$ cat src/arp_pkg.sv
// ---------------------------------------------------------------------------
// arp_pkg: shared types and constants for the AT response parser
// Character codes, status codes and the per-beat result record.
// ---------------------------------------------------------------------------
package arp_pkg;

  localparam logic [7:0] CH_CR    = 8'h0D;
  localparam logic [7:0] CH_LF    = 8'h0A;
  localparam logic [7:0] CH_O     = 8'h4F;
  localparam logic [7:0] CH_K     = 8'h4B;
  localparam logic [7:0] CH_E     = 8'h45;
  localparam logic [7:0] CH_R     = 8'h52;
  localparam logic [7:0] CH_PLUS  = 8'h2B;
  // byte window kept inside an info line (inclusive, 32 to 128)
  localparam logic [7:0] CH_KEEP_LO = 8'd32;
  localparam logic [7:0] CH_KEEP_HI = 8'd128;

  localparam logic [1:0] ST_NOT_READY = 2'd0;
  localparam logic [1:0] ST_DONE      = 2'd1;
  localparam logic [1:0] ST_ERROR     = 2'd2;

  localparam int unsigned RES_W = 30;   // packed result width
  localparam int unsigned TDATA_OUT_W = 32;
  localparam int unsigned TDATA_IN_W  = 16;

  // field order matches the output beat layout, lowest field last
  typedef struct packed {
    logic [7:0] store_char;
    logic [6:0] store_col;
    logic [4:0] store_line;
    logic       store_valid;
    logic [5:0] lines_held;
    logic       final_is_ok;
    logic [1:0] status;
  } result_t;

endpackage

$ cat src/arp_engine.sv
// ---------------------------------------------------------------------------
// arp_engine: response grammar state machine
// Holds parse state, column and line counters; decides one byte per cycle while advance is high.
// ---------------------------------------------------------------------------
module arp_engine #(
  parameter int unsigned MAX_LINES = 32,
  parameter int unsigned LINE_SIZE = 128
) (
  input  logic             clk,
  input  logic             rst,
  input  logic             advance,
  input  logic [7:0]       rx_byte,
  input  logic             force_info_line,
  output arp_pkg::result_t res
);
  import arp_pkg::*;

  localparam int unsigned LT_W  = $clog2(MAX_LINES + 1);
  localparam int unsigned COL_W = $clog2(LINE_SIZE + 1);
  localparam logic [LT_W-1:0]  LT_MAX  = LT_W'(MAX_LINES);
  localparam logic [COL_W-1:0] COL_MAX = COL_W'(LINE_SIZE);

  typedef enum logic [4:0] {
    S_WAIT_CR    = 5'd0,
    S_OPEN_LF    = 5'd1,
    S_FIRST      = 5'd2,
    S_OK_K       = 5'd3,
    S_OK_CR      = 5'd4,
    S_OK_LF      = 5'd5,
    S_ER_R1      = 5'd6,
    S_ER_R2      = 5'd7,
    S_ER_O       = 5'd8,
    S_ER_R3      = 5'd9,
    S_ER_CR      = 5'd10,
    S_ER_LF      = 5'd11,
    S_INFO       = 5'd12,
    S_INFO_LF    = 5'd13,
    S_AFTER_INFO = 5'd14,
    S_SEP_LF     = 5'd15,
    S_FINAL      = 5'd16
  } state_t;

  state_t          state, state_next;
  logic [COL_W-1:0] column, column_next;
  logic [LT_W-1:0]  line_total, line_total_next;
  logic             line_dropped, line_dropped_next;

  logic             open_req;   // byte starts a new info line
  logic             keep_req;   // byte belongs to the current info line
  logic [1:0]       status;
  logic             ok_flag;
  logic             store_ok;
  logic [COL_W-1:0] col_eff;
  logic [LT_W-1:0]  lt_eff;
  logic             drop_eff;
  logic [LT_W-1:0]  line_idx;
  logic [LT_W+5:0]  lines_wide;
  logic [LT_W+4:0]  line_wide;
  logic [COL_W+6:0] col_wide;
  logic             in_keep_range;

  assign in_keep_range = (rx_byte >= CH_KEEP_LO) && (rx_byte <= CH_KEEP_HI);

  // grammar decode
  always_comb begin
    state_next      = state;
    status          = ST_NOT_READY;
    ok_flag         = 1'b0;
    open_req        = 1'b0;
    keep_req        = 1'b0;
    line_total_next = line_total;
    case (state)
      S_OPEN_LF: begin
        if (rx_byte == CH_LF) state_next = S_FIRST; else status = ST_ERROR;
      end
      S_FIRST: begin
        if (force_info_line || rx_byte == CH_PLUS) begin
          open_req   = 1'b1;
          state_next = S_INFO;
        end else if (rx_byte == CH_O) begin
          state_next = S_OK_K;
        end else if (rx_byte == CH_E) begin
          state_next = S_ER_R1;
        end else begin
          status = ST_ERROR;
        end
      end
      S_OK_K: begin
        if (rx_byte == CH_K) state_next = S_OK_CR; else status = ST_ERROR;
      end
      S_OK_CR: begin
        if (rx_byte == CH_CR) state_next = S_OK_LF; else status = ST_ERROR;
      end
      S_OK_LF: begin
        if (rx_byte == CH_LF) begin
          status  = ST_DONE;
          ok_flag = 1'b1;
        end else begin
          status = ST_ERROR;
        end
      end
      S_ER_R1: begin
        if (rx_byte == CH_R) state_next = S_ER_R2; else status = ST_ERROR;
      end
      S_ER_R2: begin
        if (rx_byte == CH_R) state_next = S_ER_O; else status = ST_ERROR;
      end
      S_ER_O: begin
        if (rx_byte == CH_O) state_next = S_ER_R3; else status = ST_ERROR;
      end
      S_ER_R3: begin
        if (rx_byte == CH_R) state_next = S_ER_CR; else status = ST_ERROR;
      end
      S_ER_CR: begin
        if (rx_byte == CH_CR) state_next = S_ER_LF; else status = ST_ERROR;
      end
      S_ER_LF: begin
        if (rx_byte == CH_LF) status = ST_DONE; else status = ST_ERROR;
      end
      S_INFO: begin
        if (in_keep_range) begin
          keep_req = 1'b1;
        end else if (rx_byte == CH_CR) begin
          keep_req   = 1'b1;
          state_next = S_INFO_LF;
        end else begin
          status = ST_ERROR;
        end
      end
      S_INFO_LF: begin
        if (rx_byte == CH_LF) begin
          keep_req   = 1'b1;
          state_next = S_AFTER_INFO;
        end else begin
          status = ST_ERROR;
        end
      end
      S_AFTER_INFO: begin
        if (force_info_line && rx_byte != CH_CR) begin
          status = ST_ERROR;
        end else if (rx_byte == CH_PLUS) begin
          open_req   = 1'b1;
          state_next = S_INFO;
        end else if (rx_byte == CH_CR) begin
          state_next = S_SEP_LF;
        end else begin
          status = ST_ERROR;
        end
      end
      S_SEP_LF: begin
        if (rx_byte == CH_LF) state_next = S_FINAL; else status = ST_ERROR;
      end
      S_FINAL: begin
        if (rx_byte == CH_O) state_next = S_OK_K;
        else if (rx_byte == CH_E) state_next = S_ER_R1;
        else status = ST_ERROR;
      end
      default: begin
        // idle: every byte here forgets earlier lines
        line_total_next = '0;
        state_next      = (rx_byte == CH_CR) ? S_OPEN_LF : S_WAIT_CR;
      end
    endcase
    if (open_req && line_total < LT_MAX) line_total_next = line_total + 1'b1;
    // a final status of either kind restarts the parser
    if (status != ST_NOT_READY) state_next = S_WAIT_CR;
  end

  // line bookkeeping: opening a line resets the column before its first byte
  always_comb begin
    col_eff  = column;
    drop_eff = line_dropped;
    lt_eff   = line_total_next;
    if (open_req) begin
      col_eff  = '0;
      drop_eff = (line_total >= LT_MAX);
    end
    store_ok = (open_req && !drop_eff) || keep_req;
    store_ok = store_ok && !drop_eff && (lt_eff != '0) && (col_eff < COL_MAX);

    column_next       = store_ok ? col_eff + 1'b1 : col_eff;
    line_dropped_next = drop_eff;
    if (status != ST_NOT_READY) begin
      column_next = '0;
    end
  end

  assign line_idx   = lt_eff - 1'b1;
  assign lines_wide = {6'd0, line_total_next};
  assign line_wide  = {5'd0, line_idx};
  assign col_wide   = {7'd0, col_eff};

  always_comb begin
    res.status      = status;
    res.final_is_ok = ok_flag;
    res.lines_held  = lines_wide[5:0];
    res.store_valid = store_ok;
    res.store_line  = store_ok ? line_wide[4:0] : 5'd0;
    res.store_col   = store_ok ? col_wide[6:0] : 7'd0;
    res.store_char  = store_ok ? rx_byte : 8'd0;
  end

  always_ff @(posedge clk) begin
    if (rst) begin
      state        <= S_WAIT_CR;
      column       <= '0;
      line_total   <= '0;
      line_dropped <= 1'b0;
    end else if (advance) begin
      state        <= state_next;
      column       <= column_next;
      line_total   <= line_total_next;
      line_dropped <= line_dropped_next;
    end
  end

  a_end_restart: assert property (@(posedge clk) disable iff (rst)
    advance && status != ST_NOT_READY |=> state == S_WAIT_CR && column == '0)
    else $error("parser did not restart after a final status");

  a_total_bound: assert property (@(posedge clk) disable iff (rst)
    line_total <= LT_MAX && column <= COL_MAX)
    else $error("line or column counter out of range");

  a_store_line: assert property (@(posedge clk) disable iff (rst)
    advance && store_ok |=> line_total != '0 && !line_dropped)
    else $error("byte stored without an open line");

  a_idle_clears: assert property (@(posedge clk) disable iff (rst)
    advance && state == S_WAIT_CR |=> line_total == '0)
    else $error("idle byte did not clear the line count");

endmodule

$ cat src/arp_out_stage.sv
// ---------------------------------------------------------------------------
// arp_out_stage: result register of the parser
// Holds one result beat; reloads in the cycle its beat is taken.
// ---------------------------------------------------------------------------
module arp_out_stage (
  input  logic             clk,
  input  logic             rst,
  input  logic             load,
  input  arp_pkg::result_t load_data,
  output logic             can_load,
  output logic             m_tvalid,
  input  logic             m_tready,
  output arp_pkg::result_t m_data
);
  import arp_pkg::*;

  assign can_load = !m_tvalid || m_tready;

  always_ff @(posedge clk) begin
    if (rst) begin
      m_tvalid <= 1'b0;
    end else if (can_load) begin
      m_tvalid <= load;
    end
  end

  always_ff @(posedge clk) begin
    if (load && can_load) m_data <= load_data;
  end

  a_hold: assert property (@(posedge clk) disable iff (rst)
    m_tvalid && !m_tready |=> m_tvalid && $stable(m_data))
    else $error("result beat changed while stalled");

  a_no_overwrite: assert property (@(posedge clk) disable iff (rst)
    load && !can_load |=> m_tvalid)
    else $error("load attempted into a full result register");

  a_load_shows: assert property (@(posedge clk) disable iff (rst)
    load && can_load |=> m_tvalid)
    else $error("loaded result not presented");

endmodule

$ cat src/at_response_parser.sv
// ---------------------------------------------------------------------------
// at_response_parser: AT command response checker
// Parses CR LF [+info CR LF ... CR LF] OK|ERROR CR LF one byte per beat,
// reports status per byte and emits line/column/char writes for info lines.
// ---------------------------------------------------------------------------
//  channel | dir | beat contents
//  --------+-----+----------------------------------------------------------
//  s_*     | in  | one received byte plus force_info_line flag
//  m_*     | out | status, OK flag, line count and the store write for it
//
//  One byte per cycle sustained while m_tready stays high; after its s-side
//  accept the result beat passes the input register, then the result register.
//  The grammar decision is a single pass of next-state logic in arp_engine.
//  rst is synchronous: parser returns to waiting for CR, counts clear,
//  both register stages empty.
//  A stalled m side holds its beat; the input register still takes one more
//  byte, then s_tready drops until the result register frees up.
// ---------------------------------------------------------------------------
module at_response_parser #(
  parameter int unsigned MAX_LINES = 32,
  parameter int unsigned LINE_SIZE = 128
) (
  input  logic                                clk,
  input  logic                                rst,
  input  logic                                s_tvalid,
  output logic                                s_tready,
  // [7:0] rx_byte, [8] force_info_line, [15:9] zero
  input  logic [arp_pkg::TDATA_IN_W-1:0]      s_tdata,
  output logic                                m_tvalid,
  input  logic                                m_tready,
  // [1:0] status, [2] final_is_ok, [8:3] lines_held, [9] store_valid,
  // [14:10] store_line, [21:15] store_col, [29:22] store_char, [31:30] zero
  output logic [arp_pkg::TDATA_OUT_W-1:0]     m_tdata
);
  import arp_pkg::*;

  // input register
  logic       in_valid;
  logic [7:0] in_byte;
  logic       in_force;
  logic       advance;     // input beat moves into the result register
  logic       can_load;

  result_t    step_res;
  result_t    out_res;

  assign advance  = in_valid && can_load;
  assign s_tready = !in_valid || can_load;

  always_ff @(posedge clk) begin
    if (rst) begin
      in_valid <= 1'b0;
    end else if (s_tready) begin
      in_valid <= s_tvalid;
    end
  end

  always_ff @(posedge clk) begin
    if (s_tvalid && s_tready) begin
      in_byte  <= s_tdata[7:0];
      in_force <= s_tdata[8];
    end
  end

  // grammar state machine; its state commits only when the beat moves on
  arp_engine #(
    .MAX_LINES (MAX_LINES),
    .LINE_SIZE (LINE_SIZE)
  ) u_engine (
    .clk             (clk),
    .rst             (rst),
    .advance         (advance),
    .rx_byte         (in_byte),
    .force_info_line (in_force),
    .res             (step_res)
  );

  arp_out_stage u_out (
    .clk       (clk),
    .rst       (rst),
    .load      (in_valid),
    .load_data (step_res),
    .can_load  (can_load),
    .m_tvalid  (m_tvalid),
    .m_tready  (m_tready),
    .m_data    (out_res)
  );

  assign m_tdata = {2'b00, out_res};

  a_in_kept: assert property (@(posedge clk) disable iff (rst)
    in_valid && !advance |=> in_valid && $stable(in_byte) && $stable(in_force))
    else $error("pending input beat lost");

  a_no_accept_full: assert property (@(posedge clk) disable iff (rst)
    in_valid && !can_load |-> !s_tready)
    else $error("input accepted with both stages full");

  a_flow: assert property (@(posedge clk) disable iff (rst)
    advance |=> m_tvalid)
    else $error("advanced beat missing at output");

endmodule
$ cat config.mk
export PLATFORM = sky130hd
export DESIGN_NAME = at_response_parser
export DESIGN_NICKNAME = d
export VERILOG_FILES = /design/src/arp_pkg.sv /design/src/arp_engine.sv /design/src/arp_out_stage.sv /design/src/at_response_parser.sv
export SDC_FILE = /design/constraint.sdc
export NUM_CORES = 1
export LEC_CHECK = 0
export CAP_MARGIN = 40
export CORE_ASPECT_RATIO = 1.2
export CORE_MARGIN = 1.5
export CORE_UTILIZATION = 45
export CTS_CLUSTER_SIZE = 25
export DETAILED_ROUTE_END_ITERATION = 8
export DONT_BUFFER_PORTS = 1
export PLACE_DENSITY = 0.66
export RECOVER_POWER = 25
export SLEW_MARGIN = 20
export SYNTH_ARGS = -nofsm -noshare
export SYNTH_HDL_FRONTEND = slang
export SYNTH_HIERARCHICAL = 1
export SYNTH_SLANG_ARGS = --single-unit
$ cat constraint.sdc
create_clock -name clk -period 6.95 [get_ports clk]
set_input_delay 2.085 -clock clk [delete_from_list [all_inputs] [get_ports clk]]
set_output_delay 2.085 -clock clk [all_outputs]
set_load 0.02 [all_outputs]
==> flow_results.org <==
** Setup path
- Along the worst path, the maximum fanout reaches 4.
- Sort of element at the start of the critical path :: input pin
- The worst register-to-register path begins at u_engine/state[2].
- Data arrival time of the critical path :: roughly 2.5 ns
- Type of element capturing the critical path :: output pin
- On the critical path, the stage with the largest delay is an instance of sky130_fd_sc_hd__nand2b_1.
- Cell repeated most along the worst path :: sky130_fd_sc_hd__nand2b_1
- CP Buf/Inv Count :: 0
- On the worst path, the slowest cell contributes a delay of 0.30 ns.
- The number of cells on the worst reg-to-reg path is 11.
- Setup slack on the worst reg-to-reg path comes out at 2.87 ns.
- Category of the critical setup timing path :: input pin to output pin
- Required time at the worst-slack endpoint :: slightly below 5 ns
- Critical path cell sequence :: nand2b_1 > nand2b_1
- The endpoint identified for the worst register-to-register timing path is u_engine/column[0].
- Category of cells accounting for the largest share of critical-path delay :: simple AND/OR/NAND/NOR gates

** Logic synthesis
- The largest total area in the synthesized netlist belongs to sky130_fd_sc_hd__edfxtp_1.
- Multiplexer share of the synthesized area :: about 1.5%
- Counting flops with a built-in enable in the synthesized netlist gives 39.
- The number of different library cells used by synthesis comes to 82.
- After synthesis, flip-flops and latches occupy between 40% and 50% of the total area.
- Post-Synth Simple-Gate Area :: between 20% and 30%
- After synthesis, the largest family of logic cells by area is simple AND/OR/NAND/NOR gates.
- Synthesis produced 360 cells.
- Post-synthesis compound-gate area fraction :: between 10% and 20%
- After synthesis the netlist holds a flip-flop and latch count of just over 60.
- After synthesis, the most frequently instantiated cells are sky130_fd_sc_hd__edfxtp_1, sky130_fd_sc_hd__nor2_1, sky130_fd_sc_hd__nand2_1, sky130_fd_sc_hd__dfxtp_1, sky130_fd_sc_hd__inv_1.
- Proportion of netlist area held by the largest area contributor :: about a third
- Summing the areas of all fa, ha and maj instances in the mapped netlist gives between 2 and 2.5% of the synthesized area.
- Mean post-synth cell area :: 9.89 um^2
- Summing the areas of all xor and xnor instances in the mapped netlist gives 1.23% of the synthesized area.
- Yosys warning count :: 6
- The cell area that synthesis handed to floorplanning was 3560 um^2.
- In the synthesized netlist the dominant register cell turns out to be sky130_fd_sc_hd__edfxtp_1.
- By area the synthesized netlist is led by sky130_fd_sc_hd__edfxtp_1, sky130_fd_sc_hd__dfxtp_1, sky130_fd_sc_hd__nor2_1.
- Among all cell types in the netlist, the one instantiated most often is sky130_fd_sc_hd__edfxtp_1.
- After synthesis, the share of flip-flops with an asynchronous set or reset is 0%.

** Placement
- Prior to clock tree synthesis, the placed netlist has a worst setup slack of 2.45 ns.
- During placement, the flow inserted port buffers numbering 0.
- Once detailed placement completed, the half-perimeter wirelength came to 5110 um.
- Area after detailed placement :: 3550 um^2
- Routability-driven placement finished with a final weighted congestion of around 0.9.

** Timing
- Final count of negative-setup-slack endpoints :: 0
- The count of endpoints failing hold in the final timing report was 0.
- For the pin with the worst max-slew slack, the measured transition is approximately 1.9 ns.
- Setup repair after global routing left no endpoint under its margin.
- Highest achievable clock rate :: about 220 MHz
- Measured against its own limit, the worst slew margin works out to -23.9%.
- Number of slew-limit violations in the final report :: 31
- For the final routed database, the setup TNS stands at 0 ns.
- Post-layout minimum cycle time :: roughly 4.6 ns
- Once routing completed, OpenROAD measured the worst setup slack at ~2.3 ns.
- The worst path uses 66.6% of the clock period.
- Between clock sinks in the finished design, the worst skew comes to 0.0111 ns.
- Worst hold-check slack :: 0.468 ns

** Cells and area
- Area taken by flip-flops and latches :: roughly 1600 um^2
- Counting the fill cells in the layout gives approximately 700.
- N_diodes :: 0
- In the final design database the tool counted 372 nets.
- The post-route netlist has 10.5% of its cells at a drive strength greater than 1.
- After routing the design area is 3710 um^2.
- Area used by multi-input combinational logic :: between 1500 and 2000 um^2
- From synthesis to final layout, the design area changed by 4.29%.

** Floorplanning
- Initial Util :: 46.5%
- Die Y :: around 100 um
- Standard-cell row count :: 35
- Pin placement for this block handled 54 I/O pins.
- Floorplan Core Area :: roughly 7700 um^2
- The die is 84.2 um wide.
- Area of the die :: around 8500 um^2

** Power and ir drop
- Clock network fraction of total power :: 40.7%
- Switching part of the total :: 23.4%
- Cell area power density :: ~200 nW/um^2
- Reg power frac :: between 50% and 60%
- Worst supply voltage drop on vdd :: ~0.11 mV
- Summed over all cells, the static leakage comes to between 1 and 1.5 nW.
- The internal power of the cells totals between 0.5 and 0.6 mW.
- After layout, the design draws a total of ~0.75 mW.
- Share of power burned in combinational logic :: around 3.7%
- For this design the total switching power over the nets is 0.176 mW.

** Outcome
- The run finished, with violations left.
- The checks that failed: max-capacitance violations, max-slew violations.

** Clock tree
- Buffers inserted to repair hold after CTS numbered 0.
- Number of buffers added for setup after CTS :: 0
- Number of buffers added by the clock tree synthesis step :: 9
- At the later pin of the worst-skew pair, clock insertion delay measures around 0.34 ns.
- The H-tree was split into 3 levels.
- For this design, the sink count on the clock tree is between 60 and 70.
- CTS placed an instance of sky130_fd_sc_hd__clkbuf_8 at the clock tree root.
- Post-CTS repair changed the size of 0 cells.
- Maximum buffer depth of the clock tree :: 2
- TritonCTS built the clock tree.
- After clock tree synthesis, the clock-pin slew on the worst setup and hold paths is about 0.06 ns.

** Run
- The tool flagged a number of max-cap violations equal to 1.

** Global routing
- Number of global-route vias before repair :: 2,480
- Antenna violations before repair :: 0
- Entering global routing, the biggest net connects 31 pins.
- The first global-routing pass estimated approximately 12,000 um of wire.
- The total overflow left after global routing is 0.
- Global routing consumed, over all layers together, roughly 18% of the routing resources.

** Worst hold path
- Worst min path class :: flop to flop
- Hold path endpoint :: u_out/m_tvalid
- Number of cells on the worst hold path :: 2
- In this run the most critical hold path is launched from in_valid.

** Drt
- ANT nets after route :: 0
- After the first detailed-routing iteration, the DRC count stood at ~250.
- Final WL :: 7380 um
- Via count normalized by instance count :: about 6.2
- Vias :: 2,765
- The first detailed-routing pass ran for 5 iterations.
- For this run, design rule violations remaining after detail routing come to 0.
- Average routed wire per standard cell :: 16.7 um
[cells in the final DEF, fill, tap and decap left out, drive strengths merged, types with 3 or more instances in the layout]
cell type   n
a221oi      4
a21oi      15
nand2      27
nor4        7
a21o        3
o41ai       5
nor3       10
a31oi       5
ha          6
o21ai      14
dfxtp      22
nor2       28
and2       13
clkbuf     13
nand4       6
and3        6
a211oi      5
nand3b      3
xor2        3
inv        17
mux2i       3
o2111ai     3
nor2b      10
edfxtp     39
nand2b      8
or3         3
nand3      13
a211o       4
[how the worst max path moves through the flow]
stage	slack [ns]	depth (start not counted)	end	start
global route	2.30	2	s_tready	m_tready
global placement	2.45	2	s_tready	m_tready
floorplan	2.47	2	s_tready	m_tready
CTS	2.45	2	s_tready	m_tready
finish	2.32	2	s_tready	m_tready
detailed placement	2.45	2	s_tready	m_tready
[per-layer routing]
metal	GRT usage (%)	wire, um	part of all wire, %	vias to the layer above
met5	0	0	0	-
met4	9.08	161	2.2	0
met3	4.11	366	5.0	14
met2	29.7	3580	48	101
met1	21.8	3280	44	1324
li1	-	-	-	1326
[tightest hold or removal path, delay by kind of cell, from the launching register on]
| family | cells | cell delay [ns] |
|---|---|---|
| buffers and inverters | 1 | 0.06 |
| DFF | 1 | 0.33 |
| AOI/OAI and AO/OA | 1 | 0.05 |
[cells by family (layout without fill, tap and decap cells)]
logic type,Yosys count,in the layout
and+or+nand+nor,152,152
AOI/OAI and AO/OA,86,86
DFF,61,61
buffers and inverters,44,34
adders and majority gates,6,6
xor gates and xnor gates,5,5
muxes,5,5
other,1,2
[state kept, by name (all words and copies together), names as in the netlist]
register	cells
in_byte	8
in_force	1
in_valid	1
u_engine/column	8
u_engine/line_dropped	1
u_engine/line_total	6
u_engine/state	5
u_out/m_data	30
u_out/m_tvalid	1
[through the flow]
| step | util, % | instances |
|---|---|---|
| after floorplan | - | 361 |
| after global placement | 46.2 | 426 |
| after detailed placement | 46.3 | 427 |
| after CTS | 48.9 | 443 |
| after global routing | 48.5 | 443 |
| final | 48.5 | 443 |
[area by class of cell]
type                            instances  share of cell area, %
Tap cell                               92                   3.10
Clock inverter                          3                  0.472
Sequential cell                        61                   43.4
Timing Repair Buffer                    1                  0.303
Multi-Input combinational cell        256                   46.2
Inverter                               17                   1.72
Clock buffer                           13                   4.85
[power groups by stage]
stage	Sequential, mW	Combinational [mW]	Clock [mW]
4_1_cts	0.419	0.0300	0.314
5_1_grt	0.420	0.0312	0.328
3_3_place_gp	0.426	0.0296	0
2_1_floorplan	0.421	0.0305	0
3_5_place_dp	0.427	0.0299	0
6_report	0.419	0.0282	0.306
Note: power is estimated with default switching activity, not from simulation.
